### src/rtl/teb_pkg.sv
// Shared types and constants of the truncated exponential backoff unit.
`default_nettype none

package teb_pkg;

	// Field widths
	localparam int SLOT_W  = 16;
	localparam int TIME_W  = 32;
	localparam int EXP_W   = 5;
	localparam int OP_W    = 2;
	localparam int FRAC_W  = 16;
	localparam int CFG_IDX_W = 3;
	localparam int CFG_DATA_W = 16;

	// Fractional bits of random_fraction
	localparam int RAND_BITS = 16;

	// Hard cap on the exponent
	localparam logic [EXP_W-1:0] EXP_MAX = EXP_W'(16);

	// Operation codes
	localparam logic [OP_W-1:0] OP_CLEAR = 2'd0;
	localparam logic [OP_W-1:0] OP_INCR  = 2'd1;
	localparam logic [OP_W-1:0] OP_DRAW  = 2'd2;

	// Register indexes
	localparam logic [CFG_IDX_W-1:0] REG_SLOT_TIME   = 3'd0;
	localparam logic [CFG_IDX_W-1:0] REG_MIN_SLOTS   = 3'd1;
	localparam logic [CFG_IDX_W-1:0] REG_MAX_SLOTS   = 3'd2;
	localparam logic [CFG_IDX_W-1:0] REG_EXP_CEIL    = 3'd3;
	localparam logic [CFG_IDX_W-1:0] REG_RETRY_LIMIT = 3'd4;

	// Register reset values
	localparam logic [SLOT_W-1:0] RST_SLOT_TIME   = 16'd1000;
	localparam logic [SLOT_W-1:0] RST_MIN_SLOTS   = 16'd1;
	localparam logic [SLOT_W-1:0] RST_MAX_SLOTS   = 16'd1000;
	localparam logic [EXP_W-1:0]  RST_EXP_CEIL    = 5'd10;
	localparam logic [SLOT_W-1:0] RST_RETRY_LIMIT = 16'd1000;

	typedef enum logic [1:0] {
		ST_IDLE,
		ST_SCALE,
		ST_RESULT
	} state_t;

	// Controller commands to the datapath
	typedef struct packed {
		logic accept;  // take request, update retries, set up window
		logic scale;   // window span times fraction
		logic load;    // form slots and time, fill output register
	} cmd_t;

endpackage

`default_nettype wire

### src/rtl/teb_ctrl.sv
// Sequencer of the backoff unit: handshakes and datapath commands.
`default_nettype none

module teb_ctrl (
	input  wire logic          clk,
	input  wire logic          arst_n,
	input  wire logic          in_valid,
	input  wire logic          out_ready,
	output logic               in_ready,
	output logic               out_valid,
	output teb_pkg::cmd_t      cmd
);

	teb_pkg::state_t state_q, state_d;
	logic out_valid_q;
	logic out_free;

	always_ff @(posedge clk or negedge arst_n) begin
		if (!arst_n) begin
			state_q <= teb_pkg::ST_IDLE;
		end else begin
			state_q <= state_d;
		end
	end

	assign out_free = !out_valid_q || out_ready;

	always_comb begin
		state_d  = state_q;
		cmd      = '0;
		in_ready = 1'b0;
		unique case (state_q)
			teb_pkg::ST_IDLE: begin
				in_ready = 1'b1;
				if (in_valid) begin
					cmd.accept = 1'b1;
					state_d    = teb_pkg::ST_SCALE;
				end
			end
			teb_pkg::ST_SCALE: begin
				cmd.scale = 1'b1;
				state_d   = teb_pkg::ST_RESULT;
			end
			teb_pkg::ST_RESULT: begin
				// next request may enter as this result leaves
				if (out_free) begin
					cmd.load = 1'b1;
					in_ready = 1'b1;
					if (in_valid) begin
						cmd.accept = 1'b1;
						state_d    = teb_pkg::ST_SCALE;
					end else begin
						state_d = teb_pkg::ST_IDLE;
					end
				end
			end
			default: begin
				state_d = teb_pkg::ST_IDLE;
			end
		endcase
	end

	always_ff @(posedge clk or negedge arst_n) begin
		if (!arst_n) begin
			out_valid_q <= 1'b0;
		end else if (cmd.load) begin
			out_valid_q <= 1'b1;
		end else if (out_ready) begin
			out_valid_q <= 1'b0;
		end
	end

	assign out_valid = out_valid_q;

	a_load_in_result: assert property (@(posedge clk) disable iff (!arst_n)
		cmd.load |-> (state_q == teb_pkg::ST_RESULT) && out_free)
		else $error("load outside result state or into full output");

	a_accept_then_scale: assert property (@(posedge clk) disable iff (!arst_n)
		cmd.accept |=> (state_q == teb_pkg::ST_SCALE))
		else $error("accepted request not followed by scale");

	a_scale_then_result: assert property (@(posedge clk) disable iff (!arst_n)
		(state_q == teb_pkg::ST_SCALE) |=> (state_q == teb_pkg::ST_RESULT))
		else $error("scale not followed by result");

	a_scale_exclusive: assert property (@(posedge clk) disable iff (!arst_n)
		cmd.scale |-> !cmd.accept && !cmd.load)
		else $error("scale overlaps accept or load");

endmodule

`default_nettype wire

### src/rtl/teb_datapath.sv
// Backoff datapath: registers, retry counter, window, scaling and time.
`default_nettype none

module teb_datapath (
	input  wire logic                              clk,
	input  wire logic                              arst_n,
	input  wire teb_pkg::cmd_t                     cmd,
	input  wire logic                              cfg_we,
	input  wire logic [teb_pkg::CFG_IDX_W-1:0]     cfg_index,
	input  wire logic [teb_pkg::CFG_DATA_W-1:0]    cfg_data,
	input  wire logic [teb_pkg::OP_W-1:0]          operation,
	input  wire logic [teb_pkg::FRAC_W-1:0]        random_fraction,
	output logic      [teb_pkg::SLOT_W-1:0]        backoff_slots,
	output logic      [teb_pkg::TIME_W-1:0]        backoff_time,
	output logic      [teb_pkg::SLOT_W-1:0]        retry_count,
	output logic                                   limit_reached
);

	localparam int SW = teb_pkg::SLOT_W;
	localparam int PW = teb_pkg::SLOT_W + teb_pkg::FRAC_W;

	logic [SW-1:0]             slot_time_q, min_slots_q, max_slots_q, retry_limit_q;
	logic [teb_pkg::EXP_W-1:0] exp_ceil_q;
	logic [SW-1:0]             retries_q;

	// config writes
	always_ff @(posedge clk or negedge arst_n) begin
		if (!arst_n) begin
			slot_time_q   <= teb_pkg::RST_SLOT_TIME;
			min_slots_q   <= teb_pkg::RST_MIN_SLOTS;
			max_slots_q   <= teb_pkg::RST_MAX_SLOTS;
			exp_ceil_q    <= teb_pkg::RST_EXP_CEIL;
			retry_limit_q <= teb_pkg::RST_RETRY_LIMIT;
		end else if (cfg_we) begin
			unique case (cfg_index)
				teb_pkg::REG_SLOT_TIME:   slot_time_q   <= cfg_data[SW-1:0];
				teb_pkg::REG_MIN_SLOTS:   min_slots_q   <= cfg_data[SW-1:0];
				teb_pkg::REG_MAX_SLOTS:   max_slots_q   <= cfg_data[SW-1:0];
				teb_pkg::REG_EXP_CEIL:    exp_ceil_q    <= cfg_data[teb_pkg::EXP_W-1:0];
				teb_pkg::REG_RETRY_LIMIT: retry_limit_q <= cfg_data[SW-1:0];
				default: begin
				end
			endcase
		end
	end

	// retry counter, updated as the request is taken
	always_ff @(posedge clk or negedge arst_n) begin
		if (!arst_n) begin
			retries_q <= '0;
		end else if (cmd.accept) begin
			case (operation)
				teb_pkg::OP_CLEAR: retries_q <= '0;
				teb_pkg::OP_INCR: begin
					if (retries_q != {SW{1'b1}}) begin
						retries_q <= retries_q + SW'(1);
					end
				end
				default: begin
				end
			endcase
		end
	end

	// window from the current count (a draw leaves it unchanged)
	logic [SW-1:0]             ceil_ext, exp_wide;
	logic [teb_pkg::EXP_W-1:0] expo;
	logic [SW-1:0]             upper_raw, upper;
	logic                      empty;
	logic [SW-1:0]             span;

	always_comb begin
		ceil_ext  = SW'(exp_ceil_q);
		exp_wide  = ((exp_ceil_q != '0) && (retries_q > ceil_ext)) ? ceil_ext : retries_q;
		expo      = (exp_wide > SW'(teb_pkg::EXP_MAX)) ? teb_pkg::EXP_MAX
		                                               : exp_wide[teb_pkg::EXP_W-1:0];
		upper_raw = ~({SW{1'b1}} << expo);   // 2^expo - 1, all ones at 16
		upper     = (upper_raw > max_slots_q) ? max_slots_q : upper_raw;
		empty     = (upper <= min_slots_q);
		span      = upper - min_slots_q;
	end

	logic                 draw_s1, empty_s1;
	logic [SW-1:0]        span_s1;
	logic [teb_pkg::FRAC_W-1:0] frac_s1;

	always_ff @(posedge clk) begin
		if (cmd.accept) begin
			draw_s1  <= (operation == teb_pkg::OP_DRAW);
			empty_s1 <= empty;
			span_s1  <= span;
			frac_s1  <= random_fraction;
		end
	end

	logic          draw_s2, empty_s2;
	logic [SW-1:0] span_s2;
	logic [PW-1:0] prod_s2;

	always_ff @(posedge clk) begin
		if (cmd.scale) begin
			draw_s2  <= draw_s1;
			empty_s2 <= empty_s1;
			span_s2  <= span_s1;
			prod_s2  <= PW'(span_s1) * PW'(frac_s1);
		end
	end

	// offset, clamped to the span for oversized fractions
	logic [PW-1:0]                off_full;
	logic [SW-1:0]                off_sat;
	logic [SW-1:0]                slots_d;
	logic [teb_pkg::TIME_W-1:0]   time_d;

	always_comb begin
		off_full = prod_s2 >> teb_pkg::RAND_BITS;
		off_sat  = (off_full > PW'(span_s2)) ? span_s2 : off_full[SW-1:0];
		if (!draw_s2) begin
			slots_d = '0;
		end else if (empty_s2) begin
			slots_d = min_slots_q;
		end else begin
			slots_d = min_slots_q + off_sat;
		end
		time_d = teb_pkg::TIME_W'(slots_d) * teb_pkg::TIME_W'(slot_time_q);
	end

	logic [SW-1:0]              slots_q, count_q;
	logic [teb_pkg::TIME_W-1:0] time_q;
	logic                       limit_q;

	always_ff @(posedge clk) begin
		if (cmd.load) begin
			slots_q <= slots_d;
			time_q  <= time_d;
			count_q <= retries_q;
			limit_q <= (retries_q >= retry_limit_q);
		end
	end

	assign backoff_slots = slots_q;
	assign backoff_time  = time_q;
	assign retry_count   = count_q;
	assign limit_reached = limit_q;

endmodule

`default_nettype wire

### src/rtl/truncated_exponential_backoff_unit.sv
// Top level of the truncated binary exponential backoff unit.
`default_nettype none

// Keeps a 16-bit retry counter and serves one request at a time: clear it,
// increment it (saturating at 65535), or draw a backoff whose window top is
// min(2^e - 1, max_slots), with e the count capped at exponent_ceiling (when
// nonzero) and at 16. Each request gives exactly one result carrying the slot
// count, slot count times slot_time, the count after the request and the limit
// flag. A request passes the s1 registers, the s2 product register and the
// output register: the span-times-fraction multiply is registered in the scale
// step; the offset add and slot-time multiply feed the output register in the
// result step, where the next request may already be taken. The output register
// holds a result until taken; while it is full, a result waits in the result
// step and no request is taken there. Configuration writes land at once and are
// meant for idle periods only. Non-draw requests report zero slots and zero time.

module truncated_exponential_backoff_unit (
	input  wire logic                              clk,
	input  wire logic                              arst_n,
	// request channel
	input  wire logic                              in_valid,
	output logic                                   in_ready,
	input  wire logic [teb_pkg::OP_W-1:0]          operation,
	input  wire logic [teb_pkg::FRAC_W-1:0]        random_fraction,
	// result channel
	output logic                                   out_valid,
	input  wire logic                              out_ready,
	output logic      [teb_pkg::SLOT_W-1:0]        backoff_slots,
	output logic      [teb_pkg::TIME_W-1:0]        backoff_time,
	output logic      [teb_pkg::SLOT_W-1:0]        retry_count,
	output logic                                   limit_reached,
	// register write port
	input  wire logic                              cfg_we,
	input  wire logic [teb_pkg::CFG_IDX_W-1:0]     cfg_index,
	input  wire logic [teb_pkg::CFG_DATA_W-1:0]    cfg_data
);

	teb_pkg::cmd_t cmd;

	// sequencer: accept, scale, load
	teb_ctrl u_ctrl (
		.clk       (clk),
		.arst_n    (arst_n),
		.in_valid  (in_valid),
		.out_ready (out_ready),
		.in_ready  (in_ready),
		.out_valid (out_valid),
		.cmd       (cmd)
	);

	// counter, window math, multiplies and output register
	teb_datapath u_dp (
		.clk             (clk),
		.arst_n          (arst_n),
		.cmd             (cmd),
		.cfg_we          (cfg_we),
		.cfg_index       (cfg_index),
		.cfg_data        (cfg_data),
		.operation       (operation),
		.random_fraction (random_fraction),
		.backoff_slots   (backoff_slots),
		.backoff_time    (backoff_time),
		.retry_count     (retry_count),
		.limit_reached   (limit_reached)
	);

endmodule

`default_nettype wire
### config.mk
export PLATFORM = sky130hd
export DESIGN_NAME = truncated_exponential_backoff_unit
export DESIGN_NICKNAME = d
export VERILOG_FILES = /design/src/rtl/teb_pkg.sv /design/src/rtl/teb_ctrl.sv /design/src/rtl/teb_datapath.sv /design/src/rtl/truncated_exponential_backoff_unit.sv
export SDC_FILE = /design/constraint.sdc
export NUM_CORES = 2
export LEC_CHECK = 0
export ABC_AREA = 0
export BUFFER_PORTS_ARGS = -buffer_cell sky130_fd_sc_hd__buf_2
export CORE_MARGIN = 8
export CORE_UTILIZATION = 60
export CTS_CLUSTER_SIZE = 20
export DETAILED_ROUTE_END_ITERATION = 12
export GPL_TIMING_DRIVEN = 0
export PLACE_DENSITY = 0.78
export SYNTH_ARGS = -nofsm -noshare
export SYNTH_HDL_FRONTEND = slang
export SYNTH_SLANG_ARGS = --single-unit
### constraint.sdc
create_clock -name clk -period 11.7 [get_ports clk]
set_input_delay 0 -clock clk [delete_from_list [all_inputs] [get_ports clk]]
set_output_delay 0 -clock clk [all_outputs]
set_load 0.01 [all_outputs]
======== After elaboration in Yosys (flattened, before gate mapping) ========
Index checks and enable logic that the tools add are counted.
storage, ports and cells
  register bits after elaboration ......... 237
  input bits .............................. 42
  output and inout bits ................... 67
operators by class
  add/subtract/negate cells ............... 3
  multipliers ............................. 2
  order comparisons ....................... 6
  eq/ne operators ......................... 12
  shift operators ......................... 1
  muxes and demuxes ....................... 21
  bitwise logic cells ..................... 1
  reductions and logical operators ........ 16
operator list
  kind                     count
  $mux W16                 6
  $mul A16 B16 Y32         2
  $gt A16 B16 Y1           2
  $pmux W16 S2             1
  $add A16 B1 Y16 const B  1
  $add A16 B16 Y16         1
  $ge A16 B16 Y1           1
  $gt A16 B5 Y1            1
  $gt A16 B5 Y1 const B    1
  $le A16 B16 Y1           1
  $ne A16 B16 Y1 const B   1
  $not A16 Y16             1
  $shl A16 B5 Y16 const A  1
  $sub A16 B16 Y16         1
  $reduce_and A2 Y1        6
  $mux W1                  8
  $eq A3 B2 Y1 const B     2
  $pmux W2 S3              1
  $mux W5                  1
  $reduce_bool A5 Y1       1
  $eq A2 B1 Y1 const B     2
  $eq A2 B2 Y1 const B     2
  $logic_not A2 Y1         2
  $mux W2                  2
  11 further kinds         14

======== Depth between registers and ports, before layout ========
  depth after elaboration ................. 10
  depth in mapped cells ................... 43

======== Hierarchy ========
From an unflattened synthesis, not the netlist that was laid out.
second synthesis, totals
  cell total of the unflattened synthesis .. 2851
  area, all modules ....................... 27551.4 sq um
modules (own cells, without submodules)
  module        instances  cells each  area each (sq um)
  teb_datapath  1          2836        27405.0
  teb_ctrl      1          15          146.4

======== Worst setup path before layout ========
OpenSTA, ideal clock, no wires.
  kind .................................... reg-to-reg
  from .................................... register u_dp.prod_s2[25]
  to ...................................... register u_dp.time_q, in the netlist u_dp.backoff_time[30], data pin
  library setup time ...................... 0.274 ns
  arrival time ............................ 9.496 ns
  required time ........................... 11.426 ns
  path slack .............................. 1.930 ns
  stages on the path, launching flop included .. 38
  path buffers ............................ 2
  cells stage by stage .................... edfxtp_1 -> ha_1 -> nand4_1 -> or4_4 -> a21oi_2 -> a211oi_1 -> nor2_1 -> buf_2 -> mux2_2 -> fa_1 -> a21o_1 -> a21oi_1 -> o21bai_2 -> a2111oi_4 -> or4b_1 -> a31oi_1 -> xnor2_1 -> o21ai_2 -> [... 2 more ...] -> fa_1 -> fa_1 -> fa_1 -> inv_1 -> fa_1 -> fa_1 -> inv_1 -> fa_1 -> inv_1 -> ha_1 -> a21o_1 -> a21o_1 -> a21oi_1 -> nor2b_1 -> a211o_1 -> a41o_1 -> o41ai_2 -> o211ai_1
between the ends
  cells in the longest elaborated chain, start to end .. 6
RTL lines
  what                       RTL line             RTL
  start, declared            teb_datapath.sv:98   logic [PW-1:0] prod_s2;
  start signal, assigned     teb_datapath.sv:105  prod_s2 <= PW'(span_s1) * PW'(frac_s1);
  $gt A16 B16 Y1             teb_datapath.sv:117  off_sat = (off_full > PW'(span_s2)) ? span_s2 : off_full[SW-1:0];
  $mux W16 *                 teb_datapath.sv:117
  $add A16 B16 Y16 *         teb_datapath.sv:123  slots_d = min_slots_q + off_sat;
  $mux W16 *                 teb_datapath.sv:120  end else if (empty_s2) begin
  $mux W16 *                 teb_datapath.sv:118  if (!draw_s2) begin
  $mul A16 B16 Y32 *         teb_datapath.sv:125  time_d = teb_pkg::TIME_W'(slots_d) * teb_pkg::TIME_W'(slot_time_q);
  via u_dp.time_d (one bit)  teb_datapath.sv:113  logic [teb_pkg::TIME_W-1:0] time_d;
  end signal, assigned       teb_datapath.sv:135  time_q <= time_d;
  end, declared              teb_datapath.sv:129  logic [teb_pkg::TIME_W-1:0] time_q;
The timed path passes the listed nets; every way through them passes the cells marked *.
A chain may end at the register's enable or synchronous reset.

======== Worst setup path after layout ========
  from .................................... register u_dp.prod_s2[25]
  to ...................................... register u_dp.time_q, in the netlist u_dp.backoff_time[31], data pin
between the ends
  cells in the longest elaborated chain, start to end .. 6
RTL lines
  what                       RTL line             RTL
  $gt A16 B16 Y1             teb_datapath.sv:117
  $mux W16                   teb_datapath.sv:117
  $add A16 B16 Y16           teb_datapath.sv:123
  $mux W16                   teb_datapath.sv:120
  $mux W16                   teb_datapath.sv:118
  via u_dp.slots_d[6]        teb_datapath.sv:112  logic [SW-1:0] slots_d;
  $mul A16 B16 Y32           teb_datapath.sv:125
  via u_dp.time_d (one bit)  teb_datapath.sv:113
The timed path passes the listed nets, and every way through them passes these cells.

==> results.toml <==
[yosys]
ys_warn_count = 0
ys_ff_latch = 221
synthMuxAreaShare_pct = 2.31
synth_nets = 3526
ys_top_cells_by_area = "fa_1 28%, edfxtp_1 15%, ha_1 13%, inv_1 7.4%, dfrtp_1 6.1%"
netlist_area_um2 = 27400
synth_top_cell_area_share_pct = 28.5
syn_area_per_cell_um2 = 9.75
synth_common_cells = "537 x inv_1, 389 x fa_1, 374 x nand2_1, 290 x ha_1, 140 x and2_1"
synth_cell_types = 75
syn_inst = 2805
async_reset_ff_share_pct = 39.8
synth-simple-area-share_pct = 15.0
ys_seq_area_share_pct = 22.7
synth_top_family_by_area = "adder cells"
synthAdderAreaFrac_pct = 41.7
yosys_most_used_dff = "edfxtp_1"
yosys.area_share.xor_xnor_pct = 2.56
synth_enable_flop_cells = 133
yosys.cell_count.top_type = "inv_1"
yosysTopAreaCell = "fa_1"
synth-compound-area-share_pct = 6.86

[setup_path]
r2r_slack_ps = 250
arrival_ps = 11770
reg2reg_from = "u_dp.prod_s2[25]"
crit_fanout = 10
reg2reg_depth = 40
reg2reg_to = "u_dp.backoff_time[31]"
critical_path.most_common_cell = "fa_1"
crit_path_end_kind = "flop"
crit_required_ps = 12020
crit_path_top_delay_cell = "clkbuf_1"
criticalPathCategory = "flop to flop"
cp-start-kind = "flop"
slowest_delay_ps = 580

[timing]
fin_hold_ws_ps = 36.5
post-route-period-util_pct = 97.9
drv_slew = 0
maxSlewHeadroom_pct = 20.8
fmax_mhz = 87.3
rsz0062_at_grt = "yes"
hold_viol = 0
fin_skew_ps = 14.9
worstMarginPinSlew_ps = 1190
period_minus_slack_ps = 11450
finalSetupViolCount = 0
tns_ps = 0

[drt]
drt_first_iter_violations = 1747
wl_um = 69900
viasPerCell = 5.76
final_antenna_net_count = 0
wl_per_cell_um = 19.4
dr.pass1.iters = 8
drc_errors = 0
vias = 20800

[floorplanning]
die_w_um = 230
die-area_um2 = 52700
core_area_um2 = 45200
die_y_um = 230
num_rows = 78
start_util_pct = 60.5
ioPinCount = 109

[placement]
place_congestion = 0.976
io_buffers = 108
dp.cells = 3515
dp_hpwl_um = 54800

[global_routing]
grt_max_degree = 48
antenna_found_initial = 1
grt-ovfl-total = 0
grt_pass1_wl_um = 115000
grt.total_usage_pct = 27.0
grt_pass1_vias = 22600

[clock_network]
cts.clk_slew.worst_paths_ps = 70
cts_tree = "done"
htree_levels = 1
max-clock-path-buffers = 3
cts-buffers-inserted = 27
cts-root-buf = "clkbuf_16"
insertion_delay_ps = 590
clock_sinks = 221

[final_layout]
final_cells = 3611
drive_above_1_share_pct = 8.87
nets = 3710
syn_to_final_growth_pct = 10.0

[worst_hold_path]
hold_class = "input port to async pin"

[flow_run]
maxCapViolations = 0

[status]
status = "completed"
worst max-delay path, delay by kind of cell, from the launching register on:
| family | cells | cell delay (ps) |
|---|---|---|
| XOR/XNOR | 1 | 90 |
| AND/OR/NAND/NOR | 6 | 1510 |
| buffers and inverters | 7 | 1170 |
| adder cells (fa/ha/maj) | 10 | 4360 |
| flip-flops | 1 | 430 |
| AO/OA/AOI/OAI | 16 | 3610 |
through the flow:
step | cell area (um^2) | setup slack (ps) | util (%)
final | 30100 | 247 | 66.6
after global routing | 30100 | -50.0 | 66.6
after CTS | 30100 | 14.5 | 66.6
after detailed placement | 28700 | 77.1 | 63.5
after global placement | 28600 | 371 | 63.4
after floorplan | 27400 | 1930 | -
sequential cells by signal (all words and copies together), names as in the netlist:
name / cells
u_dp.backoff_time: 32
u_dp.slot_time_q: 16
u_ctrl.state_q: 2
u_dp.span_s2: 16
u_dp.min_slots_q: 16
u_dp.span_s1: 16
u_dp.empty_s1: 1
u_dp.retry_count: 16
u_dp.retry_limit_q: 16
u_dp.limit_reached: 1
u_dp.frac_s1: 16
u_dp.draw_s2: 1
u_dp.max_slots_q: 16
u_dp.backoff_slots: 16
u_dp.empty_s2: 1
u_dp.prod_s2: 16
u_dp.exp_ceil_q: 5
u_dp.retries_q: 16
u_dp.draw_s1: 1
u_ctrl.out_valid: 1
layout by cell type, fill, tap and decap left out, drive strengths merged, types with 10 or more instances in the layout:
cell	n
a21o	35
xor2	34
o21ai	103
fa	389
a211oi	10
nand3	64
nor3	16
buf	125
o21a	11
and2	140
dfrtp	67
ha	290
clkbuf	112
dlygate4sd3	44
dfstp	21
edfxtp	133
nand2b	13
a21oi	74
xnor2	45
nor2b	31
mux2	50
and3	84
nand4	15
nand2	374
inv	546
nor2	76
cells by family after synthesis:
family                     Yosys count
and+or+nand+nor                    843
adders and majority gates          679
buffers and inverters              635
AOI/OAI and AO/OA                  291
DFF                                221
xor gates and xnor gates            79
muxes                               57
routing by layer:
| metal | wire [um] | vias up | share of wire, % | global-route usage [%] |
|---|---|---|---|---|
| met3 | 6390 | 224 | 9.1 | 5.30 |
| met1 | 27500 | 10300 | 39 | 34.6 |
| met5 | 0 | - | 0 | 0 |
| li1 | - | 9308 | - | - |
| met2 | 33000 | 945 | 47 | 44.6 |
| met4 | 3070 | 0 | 4.4 | 10.7 |
area by class of cell:
type | instances | area [um^2]
Fill cell | 3469 | 15100
Clock buffer | 28 | 679
Antenna cell | 1 | 2.50
Tap cell | 600 | 751
Clock inverter | 22 | 230
Buffer | 98 | 387
Timing Repair Buffer | 155 | 1050
Inverter | 537 | 2020
Multi-Input combinational cell | 1949 | 18800
Sequential cell | 221 | 6220
timing repair:
item / CTS / global route
gates resized for setup: 0 / 5
endpoints found under the hold margin: 171 / 0
buffers inserted: 0 / 0
endpoints found under the setup margin: 0 / 10
hold buffers: 45 / 0
worst max-delay path by stage:
stage	from	end	slack, ps	cells past startpoint
6_report	u_dp.prod_s2[25]	u_dp.backoff_time[31]	250	40
5_1_grt	u_dp.prod_s2[25]	u_dp.backoff_time[31]	-50	38
4_1_cts	u_dp.prod_s2[25]	u_dp.backoff_time[31]	10	40
3_5_place_dp	u_dp.prod_s2[25]	u_dp.backoff_time[31]	80	40
3_3_place_gp	u_dp.prod_s2[26]	u_dp.backoff_time[31]	370	40
2_1_floorplan	u_dp.prod_s2[25]	u_dp.backoff_time[30]	1930	37
Power is not shown: default switching activity piles up to over one toggle a cycle in this logic, so the estimate is an artifact.
